$ cat src/assert_macros.svh
// assertion macros used by the cycle detector engine
`ifndef ASSERT_MACROS_SVH
`define ASSERT_MACROS_SVH

// property that must hold at every clock edge out of reset
`define DCD_ASSERT(lbl, prop, msg) \
  lbl: assert property (@(posedge clk) disable iff (!rst_n) (prop)) else $error(msg);

// consequent that must hold in the cycle after the antecedent
`define DCD_ASSERT_NEXT(lbl, ante, cons, msg) \
  lbl: assert property (@(posedge clk) disable iff (!rst_n) (ante) |=> (cons)) else $error(msg);

`endif

$ cat src/dcd_pkg.sv
// shared types and constants of the directed cycle detector
package dcd_pkg;

  localparam int MAX_VERTICES = 64;
  localparam int VTX_W        = $clog2(MAX_VERTICES);
  localparam int CNT_W        = VTX_W + 1;
  localparam int NV_W         = 7;
  localparam int CFG_DATA_W   = 32;
  localparam int CFG_ADDR_W   = 3;

  localparam logic       OP_ADD_EDGE = 1'b0;
  localparam logic       OP_EVALUATE = 1'b1;
  localparam logic       REG_NUM_VERTICES = 1'b0;
  localparam logic [NV_W-1:0] NUM_VERTICES_RST = NV_W'(64);

  typedef logic [MAX_VERTICES-1:0] row_t;
  typedef logic [VTX_W-1:0]        vtx_t;

  // adjacency memory request
  typedef struct packed {
    logic re;
    vtx_t raddr;
    logic we;
    vtx_t waddr;
    row_t wdata;
  } adj_req_t;

  // search stack memory request
  typedef struct packed {
    logic re;
    vtx_t raddr;
    logic we;
    vtx_t waddr;
    vtx_t wdata;
  } stk_req_t;

  // evaluation result toward the output register
  typedef struct packed {
    logic valid;
    logic has_cycle;
    logic edge_dropped;
  } res_t;

  // lowest set bit of a row
  function automatic vtx_t first_set(input row_t v);
    vtx_t idx;
    idx = '0;
    for (int i = MAX_VERTICES - 1; i >= 0; i--) begin
      if (v[i]) idx = VTX_W'(i);
    end
    return idx;
  endfunction

endpackage

$ cat src/dcd_engine.sv
// sequencer for edge loads and the stack-based depth-first search
module dcd_engine
  import dcd_pkg::*;
(
  input  logic            clk,
  input  logic            rst_n,
  input  logic            in_valid,
  input  logic            in_op,
  input  logic [5:0]      in_src_vertex,
  input  logic [5:0]      in_dest_vertex,
  output logic            in_stall,
  input  logic [NV_W-1:0] num_vertices,
  input  logic            out_free,
  input  row_t            adj_rdata,
  input  vtx_t            stk_rdata,
  output adj_req_t        adj_req,
  output stk_req_t        stk_req,
  output res_t            res
);

`include "assert_macros.svh"

  typedef enum logic [5:0] {
    S_IDLE   = 6'b000001,
    S_EDGE   = 6'b000010,
    S_ROOT   = 6'b000100,
    S_EXPAND = 6'b001000,
    S_POPRD  = 6'b010000,
    S_FIN    = 6'b100000
  } state_t;

  state_t           state_r, state_nxt;
  row_t             visited_r, visited_nxt;
  row_t             on_stack_r, on_stack_nxt;
  row_t             row_valid_r, row_valid_nxt;
  logic [CNT_W-1:0] sp_r, sp_nxt;
  logic [CNT_W-1:0] root_r, root_nxt;
  vtx_t             top_r, top_nxt;
  vtx_t             dst_r, dst_nxt;
  logic             dropped_r, dropped_nxt;
  logic             cycle_r, cycle_nxt;

  logic [CNT_W-1:0] n_eff;
  row_t             col_mask;
  row_t             row;
  row_t             cand;
  logic             back_edge;
  vtx_t             next_vtx;
  logic             out_range;

  // vertex count, saturated to the matrix size
  always_comb begin
    if (CNT_W'(num_vertices) > CNT_W'(MAX_VERTICES)) n_eff = CNT_W'(MAX_VERTICES);
    else n_eff = CNT_W'(num_vertices);
  end

  // columns below the vertex count
  always_comb begin
    for (int i = 0; i < MAX_VERTICES; i++) begin
      col_mask[i] = (CNT_W'(i) < n_eff);
    end
  end

  // current row of the top vertex and its candidate neighbors
  assign row       = (row_valid_r[top_r] ? adj_rdata : '0) & col_mask;
  assign back_edge = |(row & on_stack_r);
  assign cand      = row & ~visited_r;
  assign next_vtx  = first_set(cand);
  assign out_range = ({1'b0, in_src_vertex} >= n_eff) || ({1'b0, in_dest_vertex} >= n_eff);

  assign in_stall = (state_r != S_IDLE);

  // next-state logic
  always_comb begin
    state_nxt     = state_r;
    visited_nxt   = visited_r;
    on_stack_nxt  = on_stack_r;
    row_valid_nxt = row_valid_r;
    sp_nxt        = sp_r;
    root_nxt      = root_r;
    top_nxt       = top_r;
    dst_nxt       = dst_r;
    dropped_nxt   = dropped_r;
    cycle_nxt     = cycle_r;
    adj_req       = '0;
    stk_req       = '0;
    res           = '0;

    case (state_r)
      S_IDLE: begin
        if (in_valid) begin
          if (in_op == OP_EVALUATE) begin
            root_nxt  = '0;
            cycle_nxt = 1'b0;
            state_nxt = S_ROOT;
          end else if (out_range) begin
            dropped_nxt = 1'b1;
          end else begin
            adj_req.re    = 1'b1;
            adj_req.raddr = in_src_vertex;
            top_nxt       = in_src_vertex;
            dst_nxt       = in_dest_vertex;
            state_nxt     = S_EDGE;
          end
        end
      end

      // read-modify-write of the source row
      S_EDGE: begin
        adj_req.we    = 1'b1;
        adj_req.waddr = top_r;
        adj_req.wdata = (row_valid_r[top_r] ? adj_rdata : '0);
        adj_req.wdata[dst_r] = 1'b1;
        row_valid_nxt[top_r] = 1'b1;
        state_nxt     = S_IDLE;
      end

      // pick the next unvisited start vertex
      S_ROOT: begin
        if (root_r >= n_eff) begin
          state_nxt = S_FIN;
        end else if (visited_r[root_r[VTX_W-1:0]]) begin
          root_nxt = root_r + 1'b1;
        end else begin
          stk_req.we    = 1'b1;
          stk_req.waddr = sp_r[VTX_W-1:0];
          stk_req.wdata = root_r[VTX_W-1:0];
          sp_nxt        = sp_r + 1'b1;
          visited_nxt[root_r[VTX_W-1:0]]  = 1'b1;
          on_stack_nxt[root_r[VTX_W-1:0]] = 1'b1;
          top_nxt       = root_r[VTX_W-1:0];
          adj_req.re    = 1'b1;
          adj_req.raddr = root_r[VTX_W-1:0];
          state_nxt     = S_EXPAND;
        end
      end

      // scan the top row: back edge, push a new vertex, or pop
      S_EXPAND: begin
        if (back_edge) begin
          cycle_nxt = 1'b1;
          state_nxt = S_FIN;
        end else if (|cand) begin
          stk_req.we    = 1'b1;
          stk_req.waddr = sp_r[VTX_W-1:0];
          stk_req.wdata = next_vtx;
          sp_nxt        = sp_r + 1'b1;
          visited_nxt[next_vtx]  = 1'b1;
          on_stack_nxt[next_vtx] = 1'b1;
          top_nxt       = next_vtx;
          adj_req.re    = 1'b1;
          adj_req.raddr = next_vtx;
        end else begin
          on_stack_nxt[top_r] = 1'b0;
          sp_nxt = sp_r - 1'b1;
          if (sp_r == CNT_W'(1)) begin
            state_nxt = S_ROOT;
          end else begin
            stk_req.re    = 1'b1;
            stk_req.raddr = VTX_W'(sp_r - CNT_W'(2));
            state_nxt     = S_POPRD;
          end
        end
      end

      // new top arrives from the stack, fetch its row
      S_POPRD: begin
        top_nxt       = stk_rdata;
        adj_req.re    = 1'b1;
        adj_req.raddr = stk_rdata;
        state_nxt     = S_EXPAND;
      end

      // hand over the result and clear for the next graph
      S_FIN: begin
        if (out_free) begin
          res.valid        = 1'b1;
          res.has_cycle    = cycle_r;
          res.edge_dropped = dropped_r;
          visited_nxt      = '0;
          on_stack_nxt     = '0;
          row_valid_nxt    = '0;
          sp_nxt           = '0;
          dropped_nxt      = 1'b0;
          state_nxt        = S_IDLE;
        end
      end

      default: begin
        state_nxt = S_IDLE;
      end
    endcase
  end

  // control state
  always_ff @(posedge clk) begin
    if (!rst_n) begin
      state_r     <= S_IDLE;
      visited_r   <= '0;
      on_stack_r  <= '0;
      row_valid_r <= '0;
      sp_r        <= '0;
      dropped_r   <= 1'b0;
      cycle_r     <= 1'b0;
    end else begin
      state_r     <= state_nxt;
      visited_r   <= visited_nxt;
      on_stack_r  <= on_stack_nxt;
      row_valid_r <= row_valid_nxt;
      sp_r        <= sp_nxt;
      dropped_r   <= dropped_nxt;
      cycle_r     <= cycle_nxt;
    end
  end

  // working registers
  always_ff @(posedge clk) begin
    root_r <= root_nxt;
    top_r  <= top_nxt;
    dst_r  <= dst_nxt;
  end

  `DCD_ASSERT(a_on_stack_visited, (on_stack_r & ~visited_r) == '0, "on-stack vertex not visited")
  `DCD_ASSERT(a_sp_bound, sp_r <= CNT_W'(MAX_VERTICES), "stack pointer beyond depth")
  `DCD_ASSERT_NEXT(a_clear_after_eval, res.valid,
                   visited_r == '0 && sp_r == '0 && row_valid_r == '0 && !dropped_r,
                   "state not cleared after evaluation")

endmodule

$ cat config.mk
export PLATFORM = sky130hd
export DESIGN_NAME = dcd_engine
export DESIGN_NICKNAME = d
export VERILOG_FILES = /design/src/dcd_pkg.sv /design/src/dcd_engine.sv
export VERILOG_INCLUDE_DIRS = /design/src /design/src/src
export SDC_FILE = /design/constraint.sdc
export NUM_CORES = 1
export LEC_CHECK = 0
export ABC_CLOCK_PERIOD_IN_PS = 5200
export BUFFER_PORTS_ARGS = -buffer_cell sky130_fd_sc_hd__buf_2
export CORE_MARGIN = 1
export CORE_UTILIZATION = 25
export DETAILED_ROUTE_END_ITERATION = 8
export PLACE_DENSITY = 0.43
export SKIP_CTS_REPAIR_TIMING = 1
export SLEW_MARGIN = 40
export SYNTH_ARGS = -nofsm -noshare
export SYNTH_HDL_FRONTEND = slang
export SYNTH_SLANG_ARGS = --single-unit
$ cat constraint.sdc
create_clock -name clk -period 5.2 [get_ports clk]
set_clock_uncertainty 0.15 [all_clocks]
set_input_delay 0.52 -clock clk [delete_from_list [all_inputs] [get_ports clk]]
set_output_delay 0.52 -clock clk [all_outputs]
set_load 0.05 [all_outputs]
======== Word level (Yosys, flattened, before mapping) ========
Cells that the tools add are included.
word-level totals
  register bits ........................... 226
  latch bits .............................. 0
  RAM bits ................................ 0
  ROM bits ................................ 0
  bits of input ports ..................... 94
  logic and storage cells ................. 296
  memories kept ........................... 0
operators by class
  $add $sub $neg .......................... 4
  multiply operators ...................... 0
  divide/modulo/power cells ............... 0
  order comparisons ....................... 76
  eq/ne operators ......................... 23
  shifts and indexed selects .............. 0
  muxes and demuxes ....................... 147
  bitwise operators ....................... 14
  reductions and logical operators ........ 22
operator list
  cell                                                                                 count
  64-bit 2-to-1 mux                                                                    10
  6-bit 2-to-1 mux                                                                     79
  64-bit OR                                                                            6
  64-bit one-hot mux with 3 select lines                                               2
  64-bit AND                                                                           4
  6-bit by 7-bit < comparator with 1-bit output, first input constant                  32
  7-bit 2-to-1 mux                                                                     20
  64-bit NOT                                                                           2
  64-bit one-hot mux with 2 select lines                                               1
  64-bit OR reduction                                                                  2
  5-bit by 7-bit < comparator with 1-bit output, first input constant                  16
  71-bit 2-to-1 mux                                                                    1
  4-bit by 7-bit < comparator with 1-bit output, first input constant                  8
  13-bit 2-to-1 mux                                                                    3
  6-bit one-hot mux with 5 select lines                                                1
  3-bit by 7-bit < comparator with 1-bit output, first input constant                  4
  6-bit by 7-bit < comparator with 1-bit output, second input constant                 4
  7-bit one-hot mux with 4 select lines                                                1
  13-bit one-hot mux with 2 select lines                                               1
  1-bit demux with 6-bit select                                                        4
  6-bit by 1-bit greater-or-equal comparator with 1-bit output, second input constant  4
  2-bit != test, second input constant                                                 12
  6-bit one-hot mux with 4 select lines                                                1
  7-bit one-hot mux with 3 select lines                                                1
  other kinds (35)                                                                     67

======== Longest topological paths before layout ========
  depth in word-level cells ............... 77
  mapped depth ............................ 19
  depth with buffers taken out ............ 13

======== Worst setup path after synthesis ========
Ideal clock, no wire load.
  kind .................................... in2out
  start ................................... input num_vertices[5]
  end ..................................... output adj_req[72] (netlist name)
  arrival time ............................ 4816 ps
  setup slack ............................. -286 ps
  stages on the path ...................... 12
  cells stage by stage .................... buf_2 -> or4b_1 -> clkbuf_2 -> a21oi_1 -> o21ai_0 -> or3_1 -> nor4_1 -> a31oi_1 -> nor2_1 -> nand2_1 -> o31ai_1 -> a221o_1
RTL lines
  element          line              text
  start, declared  dcd_engine.sv:12  input logic [NV_W-1:0] num_vertices,
  end, declared    dcd_engine.sv:16  output adj_req_t adj_req,

==> impl_metrics.yaml <==
run_status:
  status: "complete, no violations"
sta:
  finalHoldViolCount: 0
  slew_headroom_pct: 43.1
  period_share_pct: 97.2
  timing.setup.tns_ns: 0
  period_needed_ns: 5.05
  drv_slew: 0
  setup_viol: 0
  worst_pin_slew_ns: 0.852
  worst_slack_ns: 0.146
  rsz0062_at_grt: "no"
  fmax_ghz: 0.198
layout:
  drive_above_1_share_pct: 22.9
  nFillCells: 7495
  utilization_pct: 32.4
  area_delta_synth_final_pct: 27.2
  seq_area_um2: 4710
  final_nets: 2810
  diodes: 0
  multi_input_area_um2: 12000
floorplan:
  die_h_um: 267
  start_util_pct: 25.5
  fp.dieW_um: 267
  design.core.area_um2: 69100
  fp-row-count: 96
  die_area_um2: 71400
  ios: 196
placed_design:
  placement.io_buffers: 195
  finalWeightedCongestion: 0.979
  place_ws_ns: -0.216
  hpwl_um: 82300
detailed_routing:
  ant_nets: 0
  routed_via_density: 5.99
  dr.first_iter.drc_count: 2528
  drc_errors: 0
  firstDrtPassIters: 7
  wire_per_inst_um: 28.7
  vias: 21800
  wl_um: 105000
cts:
  clockRootBuffer: "clkbuf_16"
  cts.sinks: 226
  cts.clk_slew.worst_paths_ns: 0.05
  cts_tree: "yes"
  clk_latency_ns: 0.58
  cts_max_level: 1
  clockBufferDepth: 3
  cts_buffers: 28
yosys:
  synth_area_um2: 17600
  ys.flop_type: "dfxtp_1"
  synth_common_cells: "nor2_1 (279), a21oi_1 (262), dfxtp_1 (207)"
  yosysTopAreaCellShare_pct: 23.6
  synth-edff-count: 19
  synthCells: 2395
  yosysWarningCount: 0
  post-synth-top-count-cell: "nor2_1"
  syn_avg_cell_area_um2: 7.34
  synth_cell_types: 98
  yosysSeqAreaShare_pct: 26.8
  syn_nets: 2515
  synth.largest_area_cell: "dfxtp_1"
  synthArstFlopShare_pct: 0
  synthTopCellsByArea: "dfxtp_1 (24%), a21oi_1 (7.5%), nor2_1 (6.0%)"
  ys_seq_elements: 226
power:
  p_int_mw: 3.40
  clkPwrFrac_pct: 40.1
  power.density_nw_per_um2: 228
  power.net_switching_mw: 1.69
  ir_drop_mv: 0.195
  p_leak_nw: 8.41
  seq_power_share_pct: 35.5
  swShare_pct: 33.2
  power_frac_comb_pct: 24.4
setup_path:
  path_cells: "buf_2 > or4b_1 > buf_4 > o311a_1 > nor4_2 > a41oi_1 > or2_4 > o41a_1 > nand2_1 > o21ai_0 > a221o_1 > buf_2"
  r2r_cells: 13
  critPathRequiredTime_ns: 4.53
  critPathMaxStageDelay_ns: 0.53
  r2r_slack_ns: 0.56
  cp_slowest_cell: "or4b_1"
  cp_max_fo: 22
  critPathMostFrequentCell: "buf_2"
  worstSetupEndpointType: "primary output"
  path_class: "in -> out"
  start_kind: "input port"
  critPathArrivalTime_ns: 4.38
global_route:
  antenna_found_initial: 4
  grt.overflow.total: 0
  grt_usage_pct: 28.3
  grt_pass1_vias: 20400
  grt_pass1_wl_um: 147000
  grt_max_degree: 67
worst_hold_path:
  hp-class: "in -> reg"
  worstHoldPathCells: 1
flow_run:
  cap_violations: 0
[area by class of cell]
cell class | count | area share [%]
Tap cell | 931 | 5.21
Multi-Input combinational cell | 1900 | 53.7
Clock buffer | 39 | 3.55
Inverter | 54 | 0.907
Sequential cell | 226 | 21.1
Clock inverter | 12 | 0.655
Timing Repair Buffer | 480 | 14.9
[path summary, 6_finish.rpt]
kind	startpoint	endpoint
setup reg to reg	top_r[1]	on_stack_r[4]
setup / recovery	num_vertices[3]	adj_req[71]
hold reg to reg	row_valid_r[50]	row_valid_r[50]
hold / removal	in_dest_vertex[5]	dst_r[5]
[flip-flops by register name, summed over array words and instances, names as in the netlist]
signal / cells
sp_r: 7
root_r: 7
dst_r: 6
cycle_r: 1
state_r: 6
visited_r: 64
top_r: 6
row_valid_r: 64
on_stack_r: 64
dropped_r: 1
[layout by cell type (no fill, tap or decap), types with 51 or more instances in the layout]
cell	instances
nor2_1	272
buf_4	263
a221oi_1	63
inv_1	51
nor3_1	52
a21oi_1	260
a31oi_1	86
nand3_1	105
o21ai_0	84
nand2_1	159
buf_2	195
a22oi_1	106
dfxtp_1	207
[per-layer routing]
layer  vias up  track usage (%)  part of all wire [%]
li1       9735                -                     -
met1     10700             37.8                    42
met2      1181             46.0                    46
met3       211             3.10                   7.3
met4         0             12.3                   4.5
met5         -                0                     0
[kinds of logic (layout without fill, tap and decap cells)]
group | Yosys count | in the layout | share of synthesized area, %
buf+inv | 269 | 585 | 6.26
compound gates | 907 | 907 | 35.2
simple gates | 912 | 912 | 26.5
mux | 47 | 47 | 2.98
xor+xnor | 8 | 8 | 0.399
fa+ha+maj | 26 | 26 | 1.85
flops | 226 | 226 | 26.8
[stage by stage]
step / hold slack, ns / std cells / area, µm² / total power, mW
after floorplan: 0.279 / 2395 / 17600 / 2.46
after global placement: 0.297 / 3585 / 21200 / 3.05
after detailed placement: 0.306 / 3586 / 21300 / 3.05
after global routing: 0.00894 / 3642 / 22400 / 5.26
after CTS: -0.0274 / 3637 / 22200 / 5.10
final: 0.00978 / 3642 / 22400 / 5.09
[power groups by stage]
stage	clock network (mW)	registers (mW)	logic (mW)
after CTS	2.09	1.80	1.21
after global placement	0	1.84	1.21
after detailed placement	0	1.84	1.21
after global routing	2.15	1.81	1.30
after floorplan	0	1.82	0.640
final	2.04	1.81	1.24
[critical path: cells and delay by family]
family / cells / cell delay, ns
buf+inv: 3 / 0.77
compound gates: 5 / 1.69
simple gates: 4 / 1.38
(Power assumes the default switching activity.)
