===== config.mk =====
export PLATFORM = sky130hd
export DESIGN_NAME = dcd_ram
export DESIGN_NICKNAME = d
export VERILOG_FILES = /design/src/assert_macros.svh /design/src/dcd_ram.sv
export SDC_FILE = /design/constraint.sdc
export NUM_CORES = 1
export LEC_CHECK = 0
export BUFFER_PORTS_ARGS = -buffer_cell sky130_fd_sc_hd__buf_2
export CAP_MARGIN = 5
export CORE_ASPECT_RATIO = 0.5
export CORE_UTILIZATION = 40
export CTS_CLUSTER_DIAMETER = 200
export CTS_CLUSTER_SIZE = 40
export DETAILED_ROUTE_END_ITERATION = 8
export HOLD_SLACK_MARGIN = 0.06
export PLACE_DENSITY = 0.59
export REMOVE_ABC_BUFFERS = 1
export SYNTH_ARGS = -nofsm -noshare
export SYNTH_HDL_FRONTEND = slang
export SYNTH_SLANG_ARGS = --single-unit
export TNS_END_PERCENT = 10

===== constraint.sdc =====
create_clock -name clk -period 4.2 [get_ports clk]
set_input_delay 0.63 -clock clk [delete_from_list [all_inputs] [get_ports clk]]
set_output_delay 0.63 -clock clk [all_outputs]
set_load 0.02 [all_outputs]

===== src/assert_macros.svh =====
// assertion macros used by the cycle detector engine
`ifndef ASSERT_MACROS_SVH
`define ASSERT_MACROS_SVH

// property that must hold at every clock edge out of reset
`define DCD_ASSERT(lbl, prop, msg) \
  lbl: assert property (@(posedge clk) disable iff (!rst_n) (prop)) else $error(msg);

// consequent that must hold in the cycle after the antecedent
`define DCD_ASSERT_NEXT(lbl, ante, cons, msg) \
  lbl: assert property (@(posedge clk) disable iff (!rst_n) (ante) |=> (cons)) else $error(msg);

`endif


===== src/dcd_ram.sv =====
// generic single-write, single-read ram with registered read data
module dcd_ram #(
  parameter int WIDTH = 8,
  parameter int DEPTH = 64
) (
  input  logic                     clk,
  input  logic                     we,
  input  logic [$clog2(DEPTH)-1:0] waddr,
  input  logic [WIDTH-1:0]         wdata,
  input  logic                     re,
  input  logic [$clog2(DEPTH)-1:0] raddr,
  output logic [WIDTH-1:0]         rdata
);

  logic [WIDTH-1:0] mem_r [DEPTH];
  logic [WIDTH-1:0] rdata_r;

  // write port
  always_ff @(posedge clk) begin
    if (we) begin
      mem_r[waddr] <= wdata;
    end
  end

  // registered read port
  always_ff @(posedge clk) begin
    if (re) begin
      rdata_r <= mem_r[raddr];
    end
  end

  assign rdata = rdata_r;

endmodule


After elaboration in Yosys (flattened, before gate mapping)
Memories as Yosys holds them, arrays and structs flattened. A register that Yosys moved wholly into a read port is not among the register bits.
Index checks and enable logic that the tools add are counted.
{ "word_totals": {"mem_count": 1, "in_bits": 23, "ram_bits": 512, "word_cells": 3, "register_bits": 0, "out_inout_bits": 8} }
{ "mem_list": {"columns": ["name", "words", "word_bits", "read_ports", "rd_ports_with_merged_regs", "write_ports", "line_no", "text"], "rows": [
  ["mem_r", 64, 8, 1, 1, 1, "dcd_ram.sv:15", "logic [WIDTH-1:0] mem_r [DEPTH];"]
]} }
{ "classes": {"mux": 2} }
{ "op_table": {"columns": ["operator", "count"], "rows": [
  ["$mux W1", 2]
]} }

Depth between registers and ports, before layout
Gate-level depths: netlist (run 1).
{ "depth": {"depth_word": 2, "depth_mapped": 9, "depth_no_buf": 5} }

Least setup slack after synthesis (run 1)
OpenSTA, ideal clock, no wires.
{ "synth_path": {"path_kind": "input port to flip-flop", "startpoint": "input raddr[1]", "endpoint": "register rdata_r[3] (netlist: rdata[3]), read port of mem_r, data pin", "n_path_buf": 3, "setup_time_ps": 266, "required_time_ps": 3934, "path_stages": 7, "setup_slack_ps": 1764, "arrival_ps": 2170, "path_cell_list": "buf_4 buf_2 buf_2 mux4_2 mux4_2 o21ai_1 o41ai_1"} }
{ "synth_lines": {"columns": ["element", "line_no", "text"], "rows": [
  ["start: declaration", "dcd_ram.sv:11", "input logic [$clog2(DEPTH)-1:0] raddr,"],
  ["end: declaration", "dcd_ram.sv:16", "logic [WIDTH-1:0] rdata_r;"]
]} }

==> results of run 1 <==
## power breakdown
part | total (W) | internal, W | switching (W)
combinational | 0.000527 | 0.000194 | 0.000332
clock | 0.00217 | 0.000740 | 0.00143
sequential | 0.00576 | 0.00575 | 0.0000133
total | 0.00846 | 0.00668 | 0.00178
## registers in the layout (all words and copies together) (netlist names)
register  count
rdata         8
mem_r       512
## metal layers
layer,up-vias,wire (µm),global-route usage
met1,5011,19700,0.253
met5,-,0,0
li1,3924,-,-
met2,271,21200,0.282
met4,0,917,0.0365
met3,44,2700,0.0292
## through the flow
stage	hold WS [ns]	total power, W	cell area [µm²]	cells
final	0.430	0.00846	21600	1610
after global routing	0.416	0.00867	21600	1610
after CTS	0.415	0.00850	21600	1610
after detailed placement	0.905	0.00641	21100	1593
after global placement	0.914	0.00640	21100	1593
after floorplan	0.729	0.00610	19900	889
## layout make-up
| cell class | instances | area [µm²] |
|---|---|---|
| Clock buffer | 17 | 425 |
| Fill cell | 4173 | 27700 |
| Multi-Input combinational cell | 369 | 4330 |
| Sequential cell | 520 | 15600 |
| Tap cell | 649 | 812 |
| Timing Repair Buffer | 55 | 377 |
## cell usage in the layout, fill, tap and decap left out, types with 4 or more instances in the layout
master	synthesis	final
mux4_2	126	126
a221oi_1	6	6
clkbuf_16	0	17
buf_4	13	25
o221ai_1	8	8
buf_2	11	27
o22ai_1	8	8
edfxtp_1	520	520
a211oi_1	4	4
nor3_1	7	5
nand2b_1	7	7
mux2_2	13	13
nor2_1	83	83
nand3_1	13	13
nand2_1	19	19
nor2b_1	14	14
mux2i_1	23	23
## cell families (layout without fill, tap and decap cells)
kind of cell           count (synthesis)  count (layout)
multiplexers                         162             162
buffers and inverters                 51              72
AND/OR/NAND/NOR                      153             153
flip-flops                           520             520
AO/OA/AOI/OAI                         54              54
## critical path, delay by kind of cell
| kind | cells | cell delay, ns |
|---|---|---|
| mux | 1 | 0.56 |
| compound gates | 2 | 0.76 |
| buf+inv | 2 | 0.89 |
| simple gates | 1 | 0.14 |
## worst paths after layout
path / from / endpoint / slack, ns
setup / recovery: raddr[0] / rdata[5]$_DFFE_PP_ / 1.47
setup reg to reg: mem_r[35][6]$_DFFE_PP_ / rdata[6]$_DFFE_PP_ / 2.01
hold / removal: re / rdata[3]$_DFFE_PP_ / 0.43
hold reg to reg: mem_r[6][7]$_DFFE_PP_ / rdata[7]$_DFFE_PP_ / 0.94
==> summary.txt, run 1 <==
Cells and area
  • Final net count: 985
  • Final core occ: 0.438
  • Layout area overhead: 6.46%
  • Layout cells sized above 1: 0.224
  • Antenna fix cells: 0

Setup path
  • CP Capture Type: flop
  • Reg2Reg Depth: 4
  • Crit path cell chain: clkbuf_8 > buf_4 > mux4_2 > nor2b_1 > a2111oi_0 > o41ai_1
  • CP max FO: 36
  • Worst setup path class: in -> reg
  • Critical-path top delay cell: a2111oi_0
  • CP Launch Type: input port
  • Data required, critical path: 4.52 ns
  • CP Data Arrival Time: 3.05 ns
  • Critical Path Max Stage Delay: 0.62 ns

STA
  • Setup Skew: 0.0268 ns
  • Count of final setup violators: 0
  • RSZ-0062 raised after global routing: no
  • Hold Fails Final Rpt: 0
  • Fmax: 0.367 GHz
  • Tmin final: 2.73 ns
  • Fin. max-slew vios: 0
  • Worst rel slew slack: 0.133
  • Worst slew pin tran: 1.30 ns
  • Final Cycle Share: 0.649
  • Setup_tns: 0 ns
  • Setup ws final: 1.47 ns

Yosys
  • Sequential element share of the synthesized area: 0.771
  • Post-synthesis adder-cell area fraction: 0
  • Top-area cell type share of the netlist area: 0.771
  • Synth Area in Simple Gates: 0.0337
  • Mapped Area: 0.0202 mm²
  • Number of enable flip-flop cells after synthesis: 520
  • Yosys reg bits: 520
  • Post-Synth XOR/XNOR Area: 0
  • Async SR Flop Fraction: 0
  • Yosys cell types: 39
  • Post-synthesis compound-gate area fraction: 0.0206
  • Syn_area_per_cell: 21.5 µm²
  • Largest family of logic cells by synthesized area: multiplexers
  • Post-synth top area cell: edfxtp_1
  • Top cells by count, synth: edfxtp_1, mux4_2, nor2_1, mux2i_1, nand2_1
  • Mux cell area share after synthesis: 0.159
  • Syn Inst Count: 940
  • Most used DFF post-synth: edfxtp_1
  • Synth area leaders: edfxtp_1, mux4_2, nor2_1
  • Top-count cell post-synth: edfxtp_1
  • Yosys warning total: 0

Die
  • IO Count: 31
  • Row count: 57
  • Die X: 320 µm
  • Die H: 161 µm
  • Core ar.: 0.0492 mm²
  • Die area: 0.0516 mm²
  • Initial Util: 0.411

CTS
  • Clk pin slew, worst setup/hold paths: 0.15 ns
  • Clk buf depth: 3
  • Clock Tree Root: clkbuf_16
  • CTS resizes: 0
  • Setup bufs post-CTS: 0
  • H-tree levels: 1
  • Num CTS Buffers: 16
  • Clk_lat worst skew: 0.57 ns
  • CTS tree: built
  • Clock sink count: 520
  • # hold bufs at CTS: 0

Min path
  • Min-Delay Path Class: in -> reg
  • Cells on Worst Hold Path: 1

Global route
  • Overall Global Routing Usage: 0.175
  • Vias in the first global route: 9520
  • Gr ovfl total: 0
  • First-pass GRT wire length: 65900 µm
  • Initial antenna violation count: 0
  • Pin count of the biggest net entering global routing: 65

Route
  • Post-Route WL: 44500 µm
  • Via Count: 9250
  • Drt pass-1 iters: 5
  • Final antenna-violating net count: 0
  • Iter 0 DRT Violations: 1109
  • DR DRC count: 0
  • Drt wl/cell: 27.6 µm
  • Vias per cell: 5.75

Outcome
  • Status: complete, no violations

Placement
  • Hpwl dp: 27600 µm
  • Port bufs: 30
  • DP Worst Slack: 0.746 ns
  • RePlAce Congestion: 0.816

Power and ir drop
  • Power per cell area: 393 mW/mm²
  • Static leakage: 6.43 nW
  • Maximum vdd ir drop: 0.240 mV

Run
  • Max-Cap Viols: 0
Note: power is estimated with default switching activity, not from simulation.
==> run 2, diff against run 1 <==
--- a/config.mk
+++ b/config.mk
@@ -5,6 +5,7 @@
 export SDC_FILE = /design/constraint.sdc
 export NUM_CORES = 1
 export LEC_CHECK = 0
+export ABC_AREA = 1
 export BUFFER_PORTS_ARGS = -buffer_cell sky130_fd_sc_hd__buf_2
 export CAP_MARGIN = 5
 export CORE_ASPECT_RATIO = 0.5
@@ -13,7 +14,7 @@
 export CTS_CLUSTER_SIZE = 40
 export DETAILED_ROUTE_END_ITERATION = 8
 export HOLD_SLACK_MARGIN = 0.06
-export PLACE_DENSITY = 0.59
+export PLACE_DENSITY = 0.61
 export REMOVE_ABC_BUFFERS = 1
 export SYNTH_ARGS = -nofsm -noshare
 export SYNTH_HDL_FRONTEND = slang
==> constraint.sdc (replaced) <==
create_clock -name clk -period 2.3 [get_ports clk]
set_input_delay 0.345 -clock clk [delete_from_list [all_inputs] [get_ports clk]]
set_output_delay 0.345 -clock clk [all_outputs]
set_load 0.02 [all_outputs]
==> run 2 against run 1 <==
  * Global-route usage up 2.1 points
  * Cell area is 7.9% higher
  * Worst setup slack worse by 0.78 ns
  * Clock-buffer cell count did not move
  * Sequential cell count is the same
  * Die area is 5.7% higher
  * First-iteration DRC count up 38%
  * Critical path type unchanged
  * Largest cell class unchanged
  * Largest power group unchanged
==> summary.txt, run 2 <==
Outcome
  • Status: complete, no violations (unchanged)

STA
  • Worst slew pin tran: 1.06 ns (was 1.30 ns)
  • Hold Fails Final Rpt: 0 (unchanged)
  • Fin. max-slew vios: 0 (unchanged)
  • Worst rel slew slack: 0.291 (was 0.133)
  • Fmax: 0.622 GHz
  • Count of final setup violators: 0 (unchanged)
  • Setup Skew: 0.0189 ns (was 0.0268 ns)
  • WHS: 0.196 ns (was 0.430 ns)
  • Tmin final: 1.61 ns
  • RSZ-0062 raised after global routing: no (unchanged)
  • Final Cycle Share: 0.699

Power and ir drop
  • Total power: 0.0158 W (was 0.00846 W)
  • Comb power frac: 0.082 (was 0.062)
  • Maximum vdd ir drop: 0.478 mV (was 0.240 mV)
  • Power per cell area: 679 mW/mm² (was 393 mW/mm²)
  • Register share of total power: 0.666 (was 0.681)
  • Sw Share: 0.227 (was 0.210)
  • Psw: 0.00358 W (was 0.00178 W)
  • Int Power: 0.0122 W (was 0.00668 W)
  • Clock share of power: 0.251 (was 0.257)
  • Static leakage: 8.33 nW (was 6.43 nW)

Route
  • Drt wl/cell: 20.8 µm (was 27.6 µm)
  • Post-Route WL: 53500 µm (was 44500 µm)
  • Drt pass-1 iters: 5 (unchanged)
  • DR DRC count: 0 (unchanged)
  • Via Count: 13700 (was 9250)
  • Vias per cell: 5.34 (was 5.75)
  • Iter 0 DRT Violations: 1525 (was 1109)
  • Final antenna-violating net count: 0 (unchanged)

Yosys
  • Sequential element share of the synthesized area: 0.729 (was 0.771)
  • Post-synth top area cell: edfxtp_1 (unchanged)
  • Mapped Area: 0.0214 mm² (was 0.0202 mm²)
  • Yosys warning total: 0 (unchanged)
  • Largest family of logic cells by synthesized area: simple AND/OR/NAND/NOR gates (was multiplexers)
  • Most used DFF post-synth: edfxtp_1 (unchanged)
  • Number of enable flip-flop cells after synthesis: 520 (unchanged)
  • Mux cell area share after synthesis: 0 (was 0.159)
  • Post-synthesis compound-gate area fraction: 0 (was 0.0206)
  • Top-area cell type share of the netlist area: 0.729 (was 0.771)
  • Yosys cell types: 15 (was 39)
  • Synth area leaders: edfxtp_1, nand2_1, nand3_1 (was edfxtp_1, mux4_2, nor2_1)
  • Post-synthesis adder-cell area fraction: 0 (unchanged)
  • Yosys reg bits: 520 (unchanged)
  • Syn Inst Count: 1805 (was 940)
  • Post-Synth XOR/XNOR Area: 0 (unchanged)
  • Async SR Flop Fraction: 0 (unchanged)
  • Top cells by count, synth: nand2_1, edfxtp_1, nand3_1, nor2_1, buf_2 (was edfxtp_1, mux4_2, nor2_1, mux2i_1, nand2_1)
  • Top-count cell post-synth: nand2_1 (was edfxtp_1)
  • Syn_area_per_cell: 11.9 µm² (was 21.5 µm²)
  • Synth Area in Simple Gates: 0.231 (was 0.0337)

Setup path
  • Crit path buf inv count: 4 (was 2)
  • Critical Path Max Stage Delay: 0.26 ns (was 0.62 ns)
  • CP max FO: 59 (was 36)
  • CP Capture Type: flop (unchanged)
  • Data required, critical path: 2.74 ns (was 4.52 ns)
  • Critical-path top delay cell: buf_12 (was a2111oi_0)
  • CP Data Arrival Time: 2.05 ns (was 3.05 ns)
  • Worst setup path class: in -> reg (unchanged)
  • Crit path cell chain: clkbuf_8 > inv_6 > buf_12 > buf_4 > nand2_1 > nand3_1 > nand3_1 > nand2_1 > nand2_1 > nand3_1 > nand3_1 > nand2_1 (was clkbuf_8 > buf_4 > mux4_2 > nor2b_1 > a2111oi_0 > o41ai_1)
  • CP Launch Type: input port (unchanged)
  • Family with the most delay on the worst path: simple AND/OR/NAND/NOR gates (was buffers and inverters)

CTS
  • Clk pin slew, worst setup/hold paths: 0.14 ns (was 0.15 ns)
  • Num CTS Buffers: 16 (unchanged)
  • Clk buf depth: 3 (unchanged)
  • Clock sink count: 520 (unchanged)
  • Clk_lat worst skew: 0.57 ns (about the same)
  • # hold bufs at CTS: 0 (unchanged)
  • Clock Tree Root: clkbuf_16 (unchanged)
  • CTS tree: built (unchanged)
  • H-tree levels: 1 (unchanged)
  • CTS resizes: 0 (unchanged)
  • Setup bufs post-CTS: 0 (unchanged)

Die
  • Die X: 329 µm (was 320 µm)
  • Core ar.: 0.0524 mm² (was 0.0492 mm²)
  • Die H: 166 µm (was 161 µm)
  • Initial Util: 0.409 (was 0.411)
  • Die area: 0.0545 mm² (was 0.0516 mm²)
  • IO Count: 31 (unchanged)
  • Row count: 59 (was 57)

Placement
  • RePlAce Congestion: 0.831 (was 0.816)
  • Port bufs: 30 (unchanged)
  • Hpwl dp: 32700 µm (was 27600 µm)

Cells and area
  • Most frequent cells in the layout: nand2_1, edfxtp_1, nand3_1 (was edfxtp_1, mux4_2, nor2_1)
  • Max reg flops: 512 (unchanged)
  • Final net count: 1890 (was 985)
  • Reg with most FFs: mem_r (unchanged)
  • Layout cells sized above 1: 0.0949 (was 0.224)
  • Layout area overhead: 8.59% (was 6.46%)
  • Commonest non-fill, non-tap cell in the layout: nand2_1 (was edfxtp_1)

Global route
  • Initial antenna violation count: 0 (unchanged)
  • Vias in the first global route: 12900 (was 9520)
  • Overall Global Routing Usage: 0.196 (was 0.175)
  • Pin count of the biggest net entering global routing: 74 (was 65)
  • First-pass GRT wire length: 81100 µm (was 65900 µm)
  • Gr ovfl total: 0 (unchanged)

Run
  • Max-Cap Viols: 0 (unchanged)

Min path
  • Min-Delay Path Class: in -> reg (unchanged)
[run 2: layer usage]
metal  track usage  up-vias  part of all wire
li1              -     6426                 -
met1         0.290     6752              0.45
met2         0.307      468              0.46
met3        0.0225       78             0.064
met4        0.0523        0             0.026
met5             0        -                 0
[run 2: metrics by stage]
| step | instance area (µm²) | setup TNS, ns | util | cells | setup slack, ns |
|---|---|---|---|---|---|
| after floorplan | 20600 | -5.55 | - | 1692 | -0.702 |
| after global placement | 22800 | 0 | 0.436 | 2550 | 0.164 |
| after detailed placement | 22800 | 0 | 0.436 | 2550 | 0.131 |
| after CTS | 23300 | 0 | 0.444 | 2567 | 0.673 |
| after global routing | 23300 | 0 | 0.444 | 2567 | 0.558 |
| final | 23300 | 0 | 0.444 | 2568 | 0.692 |
[run 2: final timing paths]
check	start	depth (start not counted)	to	slack, ns
max	raddr[0]	12	rdata[6]$_DFFE_PP_	0.69
min	re	1	rdata[4]$_DFFE_PP_	0.20
max reg2reg	mem_r[51][3]$_DFFE_PP_	8	rdata[3]$_DFFE_PP_	0.74
min reg2reg	mem_r[36][7]$_DFFE_PP_	8	rdata[7]$_DFFE_PP_	0.89
[run 2: worst reg2reg max path: stages (launching register included)]
cell      delay, ns
edfxtp_1       0.38
nand2_1        0.08
nand3_1        0.11
nand3_1        0.17
nand2_1        0.07
nand2_1        0.05
nand3_1        0.14
nand3_1        0.24
nand2_1        0.08
[run 2: cell type report]
| type | instances | area, µm² |
|---|---|---|
| inverter | 12 | 52.6 |
| tap | 701 | 877 |
| multi-input combinational | 1160 | 4950 |
| sequential | 520 | 15600 |
| timing repair buffer | 157 | 1340 |
| antenna | 1 | 2.50 |
| fill | 4801 | 29200 |
| clock buffer | 17 | 425 |
[run 2: power by group through the flow]
stage	clock (W)	sequential, W	combinational, W
floorplan	0	0.0107	0.000530
global placement	0	0.0107	0.00128
detailed placement	0	0.0107	0.00129
CTS	0.00403	0.0105	0.00130
global route	0.00429	0.0105	0.00142
finish	0.00397	0.0105	0.00130
[run 2: cell families after synthesis]
kind of cell	Yosys count
buffers and inverters	125
AND/OR/NAND/NOR	1160
flip-flops	520
